## config.mk

```make
export PLATFORM = sky130hd
export DESIGN_NAME = priority_ordered_task_queue_core
export DESIGN_NICKNAME = d
export VERILOG_FILES = /design/src/sv/potq_pkg.sv /design/src/sv/priority_ordered_task_queue_core.sv /design/src/sv/potq_cell.sv
export SDC_FILE = /design/constraint.sdc
export NUM_CORES = 1
export LEC_CHECK = 0
export BUFFER_PORTS_ARGS = -buffer_cell sky130_fd_sc_hd__buf_2
export CAP_MARGIN = 10
export CORE_MARGIN = 3
export CORE_UTILIZATION = 55
export CTS_CLUSTER_SIZE = 14
export DETAILED_ROUTE_END_ITERATION = 10
export GPL_TIMING_DRIVEN = 0
export MAX_ROUTING_LAYER = met4
export PLACE_DENSITY = 0.71
export SYNTH_ARGS = -nofsm -noshare
export SYNTH_HDL_FRONTEND = slang
export SYNTH_SLANG_ARGS = --single-unit
```

## constraint.sdc

```tcl
create_clock -name clk -period 4.5 [get_ports clk]
set_clock_uncertainty 0.1 [all_clocks]
set_input_delay 0.9 -clock clk [delete_from_list [all_inputs] [get_ports clk]]
set_output_delay 0.9 -clock clk [all_outputs]
set_load 0.05 [all_outputs]
```

## src/sv/potq_pkg.sv

```systemverilog
// ============================================================================
// potq_pkg - shared types for the priority ordered task queue
// Command, status and state codes, item structs and the cell-to-cell records.
// ============================================================================
package potq_pkg;

    localparam int FILL_W = 5;

    typedef enum logic [1:0] {
        CMD_APPEND = 2'd0,
        CMD_INSERT = 2'd1,
        CMD_REMOVE = 2'd2,
        CMD_POP    = 2'd3
    } cmd_t;

    typedef enum logic [1:0] {
        STAT_OK      = 2'd0,
        STAT_MISSING = 2'd1,
        STAT_FULL    = 2'd2,
        STAT_PRESENT = 2'd3
    } status_t;

    typedef enum logic [1:0] {
        ST_IDLE = 2'b01,
        ST_EVAL = 2'b10
    } state_t;

    typedef enum logic [1:0] {
        OP_HOLD = 2'd0,
        OP_ADD  = 2'd1,
        OP_DEL  = 2'd2
    } op_t;

    typedef struct packed {
        logic [1:0] cmd;
        logic [7:0] task_id;
        logic [7:0] task_priority;
    } request_t;

    typedef struct packed {
        logic [1:0]        status;
        logic [7:0]        popped_id;
        logic [FILL_W-1:0] fill_count;
    } result_t;

    typedef struct packed {
        logic       valid;
        logic [7:0] task_id;
        logic [7:0] task_priority;
    } entry_t;

    typedef struct packed {
        op_t        op;
        logic       by_prio;
        logic [7:0] task_id;
        logic [7:0] task_priority;
    } cell_ctrl_t;

    // found: some cell at or before this one holds the id (or a pop is seeded)
    // stop:  the insert slot lies at or before this cell
    typedef struct packed {
        logic found;
        logic stop;
    } chain_t;

endpackage

```

## src/sv/priority_ordered_task_queue_core.sv

```systemverilog
// ============================================================================
// priority_ordered_task_queue_core - ordered ready list of tasks
// Flow: busy is high for the one evaluation cycle, in which the whole cell
//   chain compares and shifts at once; the result is then registered in
//   result_reg and strobed on done from done_reg. A new item can be taken
//   while the last result is strobed, but not while busy.
// Reset: asynchronous, active low; empties the list, no result is pending.
//   The receiver cannot stall, so each result is strobed on done for one cycle only.
// ============================================================================
module priority_ordered_task_queue_core
#(
    parameter int QUEUE_DEPTH = 16
)
(
    input  logic               clk,
    input  logic               rst_n,
    input  logic               start,
    output logic               busy,
    input  potq_pkg::request_t request,
    output logic               done,
    output potq_pkg::result_t  result
);

    localparam int CW = $clog2(QUEUE_DEPTH + 1);

    potq_pkg::state_t    state_reg;
    potq_pkg::state_t    state_next;
    potq_pkg::request_t  req_reg;
    logic [CW-1:0]       count_reg;
    logic [CW-1:0]       count_next;
    logic                done_reg;
    potq_pkg::result_t   result_reg;
    potq_pkg::result_t   result_next;

    potq_pkg::cell_ctrl_t ctrl;
    potq_pkg::entry_t     cell_q [QUEUE_DEPTH];
    potq_pkg::chain_t     chain  [QUEUE_DEPTH+1];

    logic accept;
    logic any_found;
    logic is_full;
    logic is_empty;

    assign busy   = (state_reg == potq_pkg::ST_EVAL);
    assign accept = start && !busy;

    // The found flag at the tail end tells whether the id is anywhere in the
    // list. The pop seed must not pollute it, but it only matters for add and
    // remove, where the seed is low.
    assign any_found = chain[QUEUE_DEPTH].found;
    assign is_full   = (count_reg == CW'(QUEUE_DEPTH));
    assign is_empty  = (count_reg == '0);

    // Seed the chain: a pop behaves as a removal matched at the head.
    assign chain[0].found = busy && (req_reg.cmd == potq_pkg::CMD_POP);
    assign chain[0].stop  = 1'b0;

    // ------------------------------------------------------------------
    // Evaluation: decide the status and what the cells do this cycle.
    // ------------------------------------------------------------------
    always_comb
    begin
        ctrl.op            = potq_pkg::OP_HOLD;
        ctrl.by_prio       = (req_reg.cmd == potq_pkg::CMD_INSERT);
        ctrl.task_id       = req_reg.task_id;
        ctrl.task_priority = req_reg.task_priority;
        count_next         = count_reg;
        result_next.status    = potq_pkg::STAT_OK;
        result_next.popped_id = '0;

        if (busy)
        begin
            case (req_reg.cmd)
                potq_pkg::CMD_APPEND,
                potq_pkg::CMD_INSERT:
                begin
                    // Duplicate check wins over the full check.
                    if (any_found)
                    begin
                        result_next.status = potq_pkg::STAT_PRESENT;
                    end
                    else if (is_full)
                    begin
                        result_next.status = potq_pkg::STAT_FULL;
                    end
                    else
                    begin
                        ctrl.op    = potq_pkg::OP_ADD;
                        count_next = count_reg + CW'(1);
                    end
                end
                potq_pkg::CMD_REMOVE:
                begin
                    if (any_found)
                    begin
                        ctrl.op    = potq_pkg::OP_DEL;
                        count_next = count_reg - CW'(1);
                    end
                    else
                    begin
                        result_next.status = potq_pkg::STAT_MISSING;
                    end
                end
                potq_pkg::CMD_POP:
                begin
                    if (is_empty)
                    begin
                        result_next.status = potq_pkg::STAT_MISSING;
                    end
                    else
                    begin
                        ctrl.op               = potq_pkg::OP_DEL;
                        count_next            = count_reg - CW'(1);
                        result_next.popped_id = cell_q[0].task_id;
                    end
                end
                default:
                begin
                    ctrl.op = potq_pkg::OP_HOLD;
                end
            endcase
        end
        result_next.fill_count = potq_pkg::FILL_W'(count_next);
    end

    // ------------------------------------------------------------------
    // Cell chain: slot 0 is the head. Shift-in at the ends reads as empty.
    // ------------------------------------------------------------------
    for (genvar i = 0; i < QUEUE_DEPTH; i++)
    begin : g_cell
        potq_pkg::entry_t left_entry;
        potq_pkg::entry_t right_entry;

        if (i == 0)
        begin : g_head
            assign left_entry = '0;
        end
        else
        begin : g_mid_l
            assign left_entry = cell_q[i-1];
        end

        if (i == QUEUE_DEPTH - 1)
        begin : g_tail
            assign right_entry = '0;
        end
        else
        begin : g_mid_r
            assign right_entry = cell_q[i+1];
        end

        potq_cell u_cell
        (
            .clk       (clk),
            .rst_n     (rst_n),
            .ctrl      (ctrl),
            .left      (left_entry),
            .right     (right_entry),
            .chain_in  (chain[i]),
            .entry     (cell_q[i]),
            .chain_out (chain[i+1])
        );
    end

    // ------------------------------------------------------------------
    // Sequencer: idle until an item arrives, then one evaluation cycle.
    // ------------------------------------------------------------------
    always_comb
    begin
        state_next = state_reg;
        case (state_reg)
            potq_pkg::ST_IDLE:
            begin
                if (accept)
                begin
                    state_next = potq_pkg::ST_EVAL;
                end
            end
            potq_pkg::ST_EVAL:
            begin
                state_next = potq_pkg::ST_IDLE;
            end
            default:
            begin
                state_next = potq_pkg::ST_IDLE;
            end
        endcase
    end

    always_ff @(posedge clk or negedge rst_n)
    begin
        if (!rst_n)
        begin
            state_reg <= potq_pkg::ST_IDLE;
            count_reg <= '0;
            done_reg  <= 1'b0;
        end
        else
        begin
            state_reg <= state_next;
            count_reg <= count_next;
            done_reg  <= busy;
        end
    end

    // Hold the command during evaluation; capture the result as it finishes.
    always_ff @(posedge clk)
    begin
        if (accept)
        begin
            req_reg <= request;
        end
        if (busy)
        begin
            result_reg <= result_next;
        end
    end

    assign done   = done_reg;
    assign result = result_reg;

endmodule

```

## src/sv/potq_cell.sv

```systemverilog
// ============================================================================
// potq_cell - one list slot of the task queue
// Holds one entry and shifts it toward the tail on an add or toward the head
// on a removal, according to the flags rippling along the chain.
// ============================================================================
module potq_cell
(
    input  logic                  clk,
    input  logic                  rst_n,
    input  potq_pkg::cell_ctrl_t  ctrl,
    input  potq_pkg::entry_t      left,
    input  potq_pkg::entry_t      right,
    input  potq_pkg::chain_t      chain_in,
    output potq_pkg::entry_t      entry,
    output potq_pkg::chain_t      chain_out
);

    potq_pkg::entry_t entry_reg;
    potq_pkg::entry_t entry_next;
    logic             my_match;
    logic             my_stop;

    assign my_match = entry_reg.valid && (entry_reg.task_id == ctrl.task_id);
    assign my_stop  = ctrl.by_prio
                    ? !(entry_reg.valid && (entry_reg.task_priority >= ctrl.task_priority))
                    : !entry_reg.valid;

    assign chain_out.found = chain_in.found | my_match;
    assign chain_out.stop  = chain_in.stop | my_stop;

    always_comb
    begin
        entry_next = entry_reg;
        case (ctrl.op)
            potq_pkg::OP_ADD:
            begin
                if (chain_in.stop)
                begin
                    entry_next = left;
                end
                else if (my_stop)
                begin
                    entry_next.valid         = 1'b1;
                    entry_next.task_id       = ctrl.task_id;
                    entry_next.task_priority = ctrl.task_priority;
                end
            end
            potq_pkg::OP_DEL:
            begin
                if (chain_in.found || my_match)
                begin
                    entry_next = right;
                end
            end
            default:
            begin
                entry_next = entry_reg;
            end
        endcase
    end

    always_ff @(posedge clk or negedge rst_n)
    begin
        if (!rst_n)
        begin
            entry_reg <= '0;
        end
        else
        begin
            entry_reg <= entry_next;
        end
    end

    assign entry = entry_reg;

endmodule

```

=== After elaboration in Yosys (flattened, before gate mapping) ===
Cells that the tools add are included.

* Register bits after elaboration: 313
* Bits in latches: 0
* Memory bits (writable): 0
* Bits in read-only memories: 0
* Input bits: 21
* Output and inout bits: 17
* Word-level logic and storage cells: 365
* Memories kept: 0

* Add/sub/neg operators: 2
* Multiply operators: 0
* Divide/modulo/power cells: 0
* Magnitude comparators: 16
* Equal/unequal tests: 57
* Shifts and indexed selects: 0
* Multiplexer cells: 98
* Bitwise operators: 31
* Reduce and logical (&&, ||, !) cells: 104

{| class="wikitable"
|+ Operators with widths
! kind !! number
|-
| $mux 17 || 47
|-
| $pmux 17 s2 || 16
|-
| $eq 8x8->1 || 16
|-
| $ge 8x8->1 || 16
|-
| $reduce_and 3->1 || 16
|-
| $ne 3x1->1 const B || 14
|-
| $logic_and 1x1->1 || 34
|-
| $ne 2x1->1 const B || 17
|-
| $logic_not 1->1 || 33
|-
| $or 1x1->1 || 30
|-
| $mux 5 || 5
|-
| $mux 1 || 20
|-
| $logic_or 1x1->1 || 16
|-
| $pmux 5 s3 || 1
|-
| $mux 2 || 7
|-
| $pmux 2 s3 || 2
|-
| $eq 2x2->1 const B || 4
|-
| $eq 2x1->1 const B || 3
|-
| $add 5x1->5 const B || 1
|-
| $eq 5x5->1 const B || 1
|-
| $logic_not 5->1 || 1
|-
| $sub 5x1->5 const B || 1
|-
| $reduce_or 2->1 || 2
|-
| $ne 3x2->1 const B || 1
|-
| 4 further kinds || 4
|}

=== Logic depth before layout (Yosys ltp) ===
Gate-level depths: netlist of run 1.

* Word-level depth: 24
* Depth in mapped cells: 21
* Mapped depth without buffers: 15

=== Hierarchy ===
A second synthesis of run 1 with hierarchy kept.

* Cell total of the unflattened synthesis: 2324
* Area total of the unflattened synthesis: 23627.7 µm²

{| class="wikitable"
|+ By module, submodules not included
! module !! instances !! cells an instance !! area each (µm²) !! seq. area each (µm²)
|-
| potq_cell || 16 || 138 || 1372.6 || 425.4
|-
| priority_ordered_task_queue_core || 1 || 116 || 1666.6 || 1192.4
|}

=== Worst setup path after synthesis of run 1 ===
No wires, ideal clock.

* Path type: register to register
* Start point: register state_reg[0]
* End point: register g_cell[4].u_cell.entry_reg (netlist bit g_cell[4].u_cell.entry[15])
* Library setup time: 0.125 ns
* Arrival: 4.636 ns
* Data required time: 4.275 ns
* Setup slack: -0.361 ns
* Cell stages (with the launch flop): 13
* Buffers on the path: 2
* Clock period less this slack: 4.861 ns
* Cells stage by stage: dfstp_2 > nand2b_1 > clkinv_1 > nand3_1 > and4_1 > nand2_1 > o2111ai_1 > ha_1 > clkbuf_1 > inv_1 > o41ai_2 > clkbuf_1 > mux2_2

* Cells in the longest elaborated chain, start to end: 24
* Elaborated cells on any way between the ends: 30
* Those cells by class: eq/ne: 5; mux: 5; bitwise: 16; reduce/logical: 4

{| class="wikitable"
|+ RTL lines
! what !! RTL line !! text
|-
| start, declared || priority_ordered_task_queue_core.sv:26 || <nowiki>potq_pkg::state_t state_reg;</nowiki>
|-
| start signal, assigned || priority_ordered_task_queue_core.sv:194 || <nowiki>state_reg <= potq_pkg::ST_IDLE;</nowiki>
|-
| start signal, assigned || priority_ordered_task_queue_core.sv:200 || <nowiki>state_reg <= state_next;</nowiki>
|-
| $eq 2x2->1 (*) || priority_ordered_task_queue_core.sv:44 || <nowiki>assign busy = (state_reg == potq_pkg::ST_EVAL);</nowiki>
|-
| named net busy || priority_ordered_task_queue_core.sv:18 || <nowiki>output logic busy,</nowiki>
|-
| $logic_and 1x1->1 || priority_ordered_task_queue_core.sv:55 || <nowiki>assign chain[0].found = busy && (req_reg.cmd == potq_pkg::CMD_POP);</nowiki>
|-
| $or 1x1->1 (16 in a row) || potq_cell.sv:28 || <nowiki>assign chain_out.found = chain_in.found | my_match;</nowiki>
|-
| $mux 1 / $mux 2 (equally long branches) || priority_ordered_task_queue_core.sv:78, priority_ordered_task_queue_core.sv:94 ||
|-
| $pmux 2 s3 || priority_ordered_task_queue_core.sv:73 || <nowiki>case (req_reg.cmd)</nowiki>
|-
| $mux 2 || priority_ordered_task_queue_core.sv:71 || <nowiki>if (busy)</nowiki>
|-
| $eq 2x1->1 / $eq 2x2->1 (equally long branches) || potq_cell.sv:34 || <nowiki>case (ctrl.op)</nowiki>
|-
| $ne 3x1->1 (no line), or another cell as far along || -- ||
|-
| $reduce_and 3->1 (no line) || -- ||
|-
| end signal, assigned || potq_cell.sv:70 || <nowiki>entry_reg <= entry_next;</nowiki>
|-
| end, declared || potq_cell.sv:18 || <nowiki>potq_pkg::entry_t entry_reg;</nowiki>
|}

The timed path passes the listed nets; every way through them passes the cells marked *.
A chain may end at the register's enable or synchronous reset.

=== Final worst setup path of run 1 ===
* Start point: register req_reg (netlist bit ctrl[13])
* End point: register g_cell[4].u_cell.entry_reg (netlist bit g_cell[4].u_cell.entry[3])

* Cells in the longest elaborated chain, start to end: 24
* Elaborated cells on any way between the ends: 60
* Those cells by class: eq/ne: 20; mux: 5; bitwise: 16; reduce/logical: 19

{| class="wikitable"
|+ RTL lines
! what !! RTL line !! text
|-
| start, declared || priority_ordered_task_queue_core.sv:28 || <nowiki>potq_pkg::request_t req_reg;</nowiki>
|-
| start signal, assigned || priority_ordered_task_queue_core.sv:211 || <nowiki>req_reg <= request;</nowiki>
|-
| $eq 8x8->1 || potq_cell.sv:23 || <nowiki>assign my_match = entry_reg.valid && (entry_reg.task_id == ctrl.task_id);</nowiki>
|-
| $logic_and 1x1->1 || potq_cell.sv:23 ||
|-
| $or 1x1->1 (16 in a row) || potq_cell.sv:28 ||
|-
| $mux 1 / $mux 2 (equally long branches) || priority_ordered_task_queue_core.sv:78, priority_ordered_task_queue_core.sv:94 ||
|-
| $pmux 2 s3 || priority_ordered_task_queue_core.sv:73 ||
|-
| $mux 2 || priority_ordered_task_queue_core.sv:71 ||
|-
| $eq 2x1->1 / $eq 2x2->1 (equally long branches) || potq_cell.sv:34 ||
|-
| $ne 3x1->1 (no line), or another cell as far along || -- ||
|-
| $reduce_and 3->1 (no line) || -- ||
|}

Several ways; a longest one is shown, not always the timed one.

==> flow_metrics.py, run 1 <==
metrics = {
    "routing": {
        "vias": 20160,
        "ant_nets": 0,
        "route.final.wire_length_mm": 85.70,
        "wire_per_inst_um": 28.45,
        "avgViaCountPerCell": 6.692,
        "first_pass_iters": 6,
        "drt-initial-drc-count": 2278,
        "drc_errors": 0,
    },
    "worst_setup_path": {
        "r2r_end": "g_cell[4].u_cell.entry[3]",
        "timing.rr.start": "ctrl[13]",
        "reg2reg_slack_ns": -0.02,
        "worst-endpoint-arrival_ns": 4.86,
        "critical_path_class": "flop to flop",
        "cp.required_ns": 4.84,
        "timing.reg2reg.worst_path_depth": 14,
        "critPathCaptureType": "flop",
        "crit_path_start": "ctrl[13]",
        "crit_path_start_kind": "flop",
        "timing.critical_path.fanout_max": 10,
    },
    "logic_synthesis": {
        "postSynth.topFlopCell": "sky130_fd_sc_hd__dfrtp_1",
        "yosys.cell_types.count": 77,
        "ys_top_cells_by_count": "sky130_fd_sc_hd__dfrtp_1 (279), sky130_fd_sc_hd__nand2_1 (227), sky130_fd_sc_hd__mux2i_1 (195)",
        "yosys_warnings": 0,
        "mappedNetlistArea_um2": 21730,
        "postSynthNetCount": 2458,
        "synth.top_cells.by_area": "sky130_fd_sc_hd__dfrtp_1 (32%), sky130_fd_sc_hd__mux2i_1 (9.0%), sky130_fd_sc_hd__ha_1 (7.6%)",
        "synth_top_cell_area_share_pct": 32.13,
        "synth_most_common_cell": "sky130_fd_sc_hd__dfrtp_1",
        "synthesis.instances": 2305,
        "seq_area_frac_synth_pct": 36.81,
        "synth_enable_flop_cells": 33,
        "synth.avg_cell_area_um2": 9.427,
        "synth_largest_area_cell": "sky130_fd_sc_hd__dfrtp_1",
        "async_reset_ff_share_pct": 89.46,
        "yosys_register_bits": 313,
    },
    "cts": {
        "holdBufCountCts": 0,
        "cts.htree.levels": 2,
        "cts-buffers-inserted": 38,
        "ctsRootBufferMaster": "sky130_fd_sc_hd__clkbuf_16",
        "clock_insertion_delay_worst_skew_ns": 0.57,
        "cts_num_sinks": 313,
        "tritoncts_clock_tree": "yes",
        "clk_pin_slew_worst_paths_ns": 0.06,
        "cts_buffer_depth": 3,
    },
    "run_status": {
        "status": "finished, violations left",
        "failing_checks": "negative setup slack",
    },
    "power_and_ir_drop": {
        "proportion_of_power_drawn_by_flip_flops_and_latches_pct": 40.3,
        "internal_power_mw": 6.892,
        "vdd_drop_max_mv": 0.3346,
        "power.leakage_nw": 11.17,
        "design_power_total_mw": 11.05,
        "switching_share_pct": 37.64,
        "power.density_nw_per_um2": 437.5,
        "combinationalPowerShare_pct": 31.7,
        "clkPwrFrac_pct": 28.0,
        "total_switching_power_mw": 4.159,
    },
    "layout": {
        "largest_register_ffs": 272,
        "multiInputGateArea_um2": 13180,
        "register_area_um2": 7999,
        "nets": 2620,
        "finish.utilization_pct": 65.06,
        "syn_to_final_growth_pct": 16.26,
        "n_fill_cell": 3191,
        "fin_area_um2": 25260,
        "drive_gt1_share_pct": 20.22,
        "final_cell_count_no_fill": 3012,
    },
    "placed_design": {
        "buffers_added_on_ports": 37,
        "placedInstanceArea_um2": 22670,
        "finalWeightedCongestion": 0.9884,
        "post-dp-hpwl_mm": 56.97,
        "worst_setup_slack_post_dpl_ns": -2.421,
        "place_inst": 2864,
    },
    "sta": {
        "fin_crit_ns": 4.521,
        "timing.final.max_slew_violations": 0,
        "whs_ns": 0.3150,
        "final_min_period_over_clock_period_pct": 100.5,
        "relSlewSlack_pct": 10.31,
        "setup_slack_ns": -0.02085,
        "timing_hold_violations_final": 0,
        "setup_repair_after_global_routing_missed_its_margin": "yes",
        "fin_tns_setup_ns": -0.08933,
        "max_clock_freq_ghz": 0.2212,
        "worst_pin_slew_ns": 1.345,
        "timing.final.setup_violations": 6,
    },
    "global_routing": {
        "global_route.usage.total_pct": 41.48,
        "grt_remaining_overflow": 0,
        "grt_start_max_net_pins": 111,
        "grt_antenna_before_repair": 1,
        "via_count_of_the_first_global_routing_pass": 19900,
        "grt_pass1_wl_mm": 125.4,
    },
    "die": {
        "die_w_um": 204.8,
        "die_area_um2": 41930,
        "core-area_um2": 38830,
        "pin_count": 38,
        "floorplan.initialDensity_pct": 55.96,
        "die_h_um": 204.8,
        "placementRows": 72,
    },
    "hold_path": {
        "tightest_hold_check_type": "input port to asynchronous set/reset pin",
    },
    "job": {
        "maxCapViolations": 0,
    },
}
## cell usage in the layout (no fill, tap or decap), drive strengths merged, types with 8 or more instances in the layout
| cell | n |
|---|---|
| nand4 | 38 |
| clkinv | 10 |
| o211ai | 21 |
| nor2 | 172 |
| mux2i | 195 |
| clkinvlp | 14 |
| dfrtp | 279 |
| a211oi | 15 |
| o31ai | 76 |
| nand3 | 53 |
| nor3 | 23 |
| a32o | 16 |
| o21ai | 181 |
| buf | 175 |
| o2bb2ai | 17 |
| nand2 | 227 |
| a31oi | 19 |
| ha | 132 |
| a21oi | 114 |
| mux2 | 146 |
| and2 | 27 |
| xor2 | 64 |
| and3 | 20 |
| o311ai | 8 |
| nor4 | 14 |
| clkbuf | 174 |
| inv | 49 |
| edfxtp | 33 |
| a21o | 19 |
| xnor2 | 66 |
| nand2b | 18 |
| o2111ai | 8 |
## how the worst max path moves through the flow
stage / end / cells after the start
4_1_cts: g_cell[14].u_cell.entry[0] / 14
2_1_floorplan: g_cell[2].u_cell.entry[15] / 18
6_report: g_cell[4].u_cell.entry[3] / 14
3_3_place_gp: g_cell[7].u_cell.entry[2] / 1
3_5_place_dp: g_cell[0].u_cell.entry[7] / 18
5_1_grt: g_cell[14].u_cell.entry[1] / 14
## worst max-delay path: stages, from the launching register on
cell                        delay, ns
sky130_fd_sc_hd__edfxtp_1        0.53
sky130_fd_sc_hd__buf_6           0.21
sky130_fd_sc_hd__xor2_2          0.17
sky130_fd_sc_hd__nor4_2          0.09
sky130_fd_sc_hd__nand4_1         0.14
sky130_fd_sc_hd__nand4_1         0.30
sky130_fd_sc_hd__nor3b_4         0.48
sky130_fd_sc_hd__nand2_4         0.13
sky130_fd_sc_hd__o2111ai_4       0.22
sky130_fd_sc_hd__buf_4           0.16
sky130_fd_sc_hd__ha_4            0.29
sky130_fd_sc_hd__inv_1           0.34
sky130_fd_sc_hd__o41ai_4         0.51
sky130_fd_sc_hd__clkbuf_2        0.34
sky130_fd_sc_hd__mux2_2          0.37
## cell type report
class | count | share of cell area, %
flip-flops and latches | 313 | 31.66
multi-input cells | 1756 | 52.17
repair buffers | 127 | 4.002
clock buffers | 55 | 4.339
clock inverters | 11 | 0.4210
diodes | 1 | 0.009906
well taps | 518 | 2.566
repair inverters | 7 | 0.2080
inverters | 57 | 0.9609
plain buffers | 167 | 3.655
## logic make-up after synthesis
family / count (synthesis) / synth area share [%]
compound gates: 537 / 16.12
simple gates: 616 / 13.01
flops: 313 / 36.81
fa+ha+maj: 132 / 7.601
mux: 341 / 16.72
xor+xnor: 130 / 5.240
buf+inv: 236 / 4.492
## what timing repair did
item	in CTS	in global routing
endpoints found under the hold margin	0	0
gates cloned	7	1
buffers inserted	57	27
pin swaps	3	13
setup endpoints to repair	272	224
resized for setup	122	84
## power groups by stage
stage	Combinational [mW]	Sequential [mW]	Clock [mW]
CTS	3.37	4.39	3.10
global placement	3.05	4.42	0
floorplan	2.42	4.09	0
detailed placement	3.20	4.43	0
global route	3.87	4.49	3.21
finish	3.51	4.45	3.09
## routing by layer
metal  GRT usage [%]  share of wire, %
met1           49.56                37
met2           61.43                43
met3           10.49                11
met4           28.95               8.6
met5               -                 0
No activity file was read; power rests on OpenSTA's default activity.
==> inputs of run 2 (changes only) <==
--- a/config.mk
+++ b/config.mk
@@ -13,7 +13,7 @@
 export DETAILED_ROUTE_END_ITERATION = 10
 export GPL_TIMING_DRIVEN = 0
 export MAX_ROUTING_LAYER = met4
-export PLACE_DENSITY = 0.71
+export PLACE_DENSITY = 0.68
 export SYNTH_ARGS = -nofsm -noshare
 export SYNTH_HDL_FRONTEND = slang
 export SYNTH_SLANG_ARGS = --single-unit
==> constraint.sdc (replaced) <==
create_clock -name clk -period 4.4 [get_ports clk]
set_clock_uncertainty 0.1 [all_clocks]
set_input_delay 0.88 -clock clk [delete_from_list [all_inputs] [get_ports clk]]
set_output_delay 0.88 -clock clk [all_outputs]
set_load 0.05 [all_outputs]
==> flow_metrics.py, run 2 (synthesis results as in run 1) <==
metrics = {
    "global_routing": {
        "grt_start_max_net_pins": 114,
        "grt_antenna_before_repair": 4,
        "grt_pass1_wl_mm": 125.0,
        "global_route.usage.total_pct": 41.33,
        "via_count_of_the_first_global_routing_pass": 20090,
        "grt_remaining_overflow": 0,
    },
    "placed_design": {
        "post-dp-hpwl_mm": 56.97,
        "finalWeightedCongestion": 0.9749,
        "buffers_added_on_ports": 37,
        "placedInstanceArea_um2": 22680,
        "worst_setup_slack_post_dpl_ns": -2.582,
    },
    "routing": {
        "wire_per_inst_um": 27.98,
        "drt-initial-drc-count": 2057,
        "avgViaCountPerCell": 6.620,
        "route.final.wire_length_mm": 84.88,
        "first_pass_iters": 5,
        "vias": 20080,
        "ant_nets": 0,
        "drc_errors": 0,
    },
    "layout": {
        "fin_area_um2": 25440,
        "nets": 2637,
        "drive_gt1_share_pct": 21.30,
        "layout_common_cells": "sky130_fd_sc_hd__dfrtp_1 (279), sky130_fd_sc_hd__nand2_1 (225), sky130_fd_sc_hd__mux2i_1 (195), sky130_fd_sc_hd__o21ai_0 (176), sky130_fd_sc_hd__nor2_1 (170)",
        "register_area_um2": 7999,
        "multiInputGateArea_um2": 13110,
        "n_fill_cell": 3215,
        "finish.utilization_pct": 65.53,
        "largest_register_ffs": 272,
        "mostFrequentLayoutCell": "sky130_fd_sc_hd__dfrtp_1",
        "syn_to_final_growth_pct": 17.09,
    },
    "die": {
        "placementRows": 72,
        "core-area_um2": 38830,
        "die_area_um2": 41930,
        "die_h_um": 204.8,
        "floorplan.initialDensity_pct": 55.96,
        "die_w_um": 204.8,
        "pin_count": 38,
    },
    "cts": {
        "cts.htree.levels": 2,
        "cts_buffer_depth": 3,
        "clk_pin_slew_worst_paths_ns": 0.06,
        "cts_num_sinks": 313,
        "tritoncts_clock_tree": "yes",
        "clock_insertion_delay_worst_skew_ns": 0.57,
        "ctsRootBufferMaster": "sky130_fd_sc_hd__clkbuf_16",
        "holdBufCountCts": 0,
        "cts-buffers-inserted": 38,
    },
    "sta": {
        "worst_pin_slew_ns": 1.341,
        "fin_tns_setup_ns": 0,
        "final_min_period_over_clock_period_pct": 99.93,
        "setup_slack_ns": 0.003136,
        "timing.final.max_slew_violations": 0,
        "relSlewSlack_pct": 10.58,
        "timing.final.setup_violations": 0,
        "max_clock_freq_ghz": 0.2274,
        "fin_crit_ns": 4.397,
        "setup_repair_after_global_routing_missed_its_margin": "yes",
        "timing_hold_violations_final": 0,
    },
    "run_status": {
        "status": "finished clean",
    },
    "power_and_ir_drop": {
        "power.density_nw_per_um2": 445.8,
        "vdd_drop_max_mv": 0.5708,
        "power.leakage_nw": 11.32,
    },
    "worst_setup_path": {
        "critical_path_class": "flop to flop",
        "timing.critical_path.fanout_max": 10,
        "critPathCaptureType": "flop",
        "worst-endpoint-arrival_ns": 4.75,
        "reg2reg_slack_ns": 0.003,
        "crit_path_start": "ctrl[5]",
        "crit_path_start_kind": "flop",
        "timing.rr.start": "ctrl[5]",
        "cp.required_ns": 4.75,
    },
    "hold_path": {
        "tightest_hold_check_type": "input port to asynchronous set/reset pin",
    },
    "job": {
        "maxCapViolations": 0,
    },
}
## run 2: power breakdown
part	internal [mW]	switching [mW]	total (mW)
clock	1.88	1.34	3.21
combinational	1.64	1.96	3.59
sequential	3.58	0.951	4.53
## run 2: metal layers
metal | up-vias | wire (um) | global-route usage, %
li1 | 8735 | - | -
met4 | 0 | 7388 | 28.85
met5 | - | 0 | -
met3 | 438 | 8544 | 11.01
met1 | 9809 | 31430 | 47.98
met2 | 1097 | 37510 | 62.40
## run 2: path summary, 6_finish.rpt
| path | to | depth (start not counted) |
|---|---|---|
| max in group asynchronous | g_cell[5].u_cell.entry[2] | 2 |
| worst min-delay path | done | 1 |
| worst min register to register | g_cell[0].u_cell.entry[0] | 2 |
| worst max-delay path | g_cell[14].u_cell.entry[10] | 14 |
| min in group clk | ctrl[14] | 1 |
| worst max register to register | g_cell[14].u_cell.entry[10] | 14 |
## run 2: stage by stage
stage,power [mW],hold slack [ns],instances
detailed placement,7.806,0.4285,2864
CTS,11.20,0.2448,2997
floorplan,6.661,0.3713,2305
global placement,7.643,0.4151,2860
finish,11.34,0.2159,3033
global route,11.89,0.2701,3032
## run 2: critical path: stages (launching register included)
cell and delay, ns:
sky130_fd_sc_hd__edfxtp_1 0.42, sky130_fd_sc_hd__clkinvlp_4 0.11, sky130_fd_sc_hd__buf_4 0.21, sky130_fd_sc_hd__ha_1 0.32, sky130_fd_sc_hd__o2111ai_1 0.11, sky130_fd_sc_hd__o221ai_1 0.29
sky130_fd_sc_hd__o311ai_2 0.26, sky130_fd_sc_hd__a311o_2 0.48, sky130_fd_sc_hd__or4_4 0.50, sky130_fd_sc_hd__buf_6 0.18, sky130_fd_sc_hd__clkbuf_4 0.24, sky130_fd_sc_hd__clkbuf_4 0.27
sky130_fd_sc_hd__o31ai_1 0.35, sky130_fd_sc_hd__a31oi_1 0.13, sky130_fd_sc_hd__mux2_2 0.30
## run 2: what timing repair did
item | CTS | global route
cloned | 9 | 0
buffers inserted | 70 | 33
gates resized for setup | 142 | 74
pin swaps | 8 | 6
setup endpoints to repair | 272 | 258
## run 2: layout make-up
cell class / count / area share [%]
antenna: 3 / 0.02951
buffer: 164 / 3.674
clock buffer: 52 / 4.342
clock inverter: 16 / 0.5606
inverter: 57 / 0.9688
multi-input combinational: 1756 / 51.51
sequential: 313 / 31.44
tap: 518 / 2.547
timing repair buffer: 147 / 4.716
timing repair inverter: 7 / 0.2066
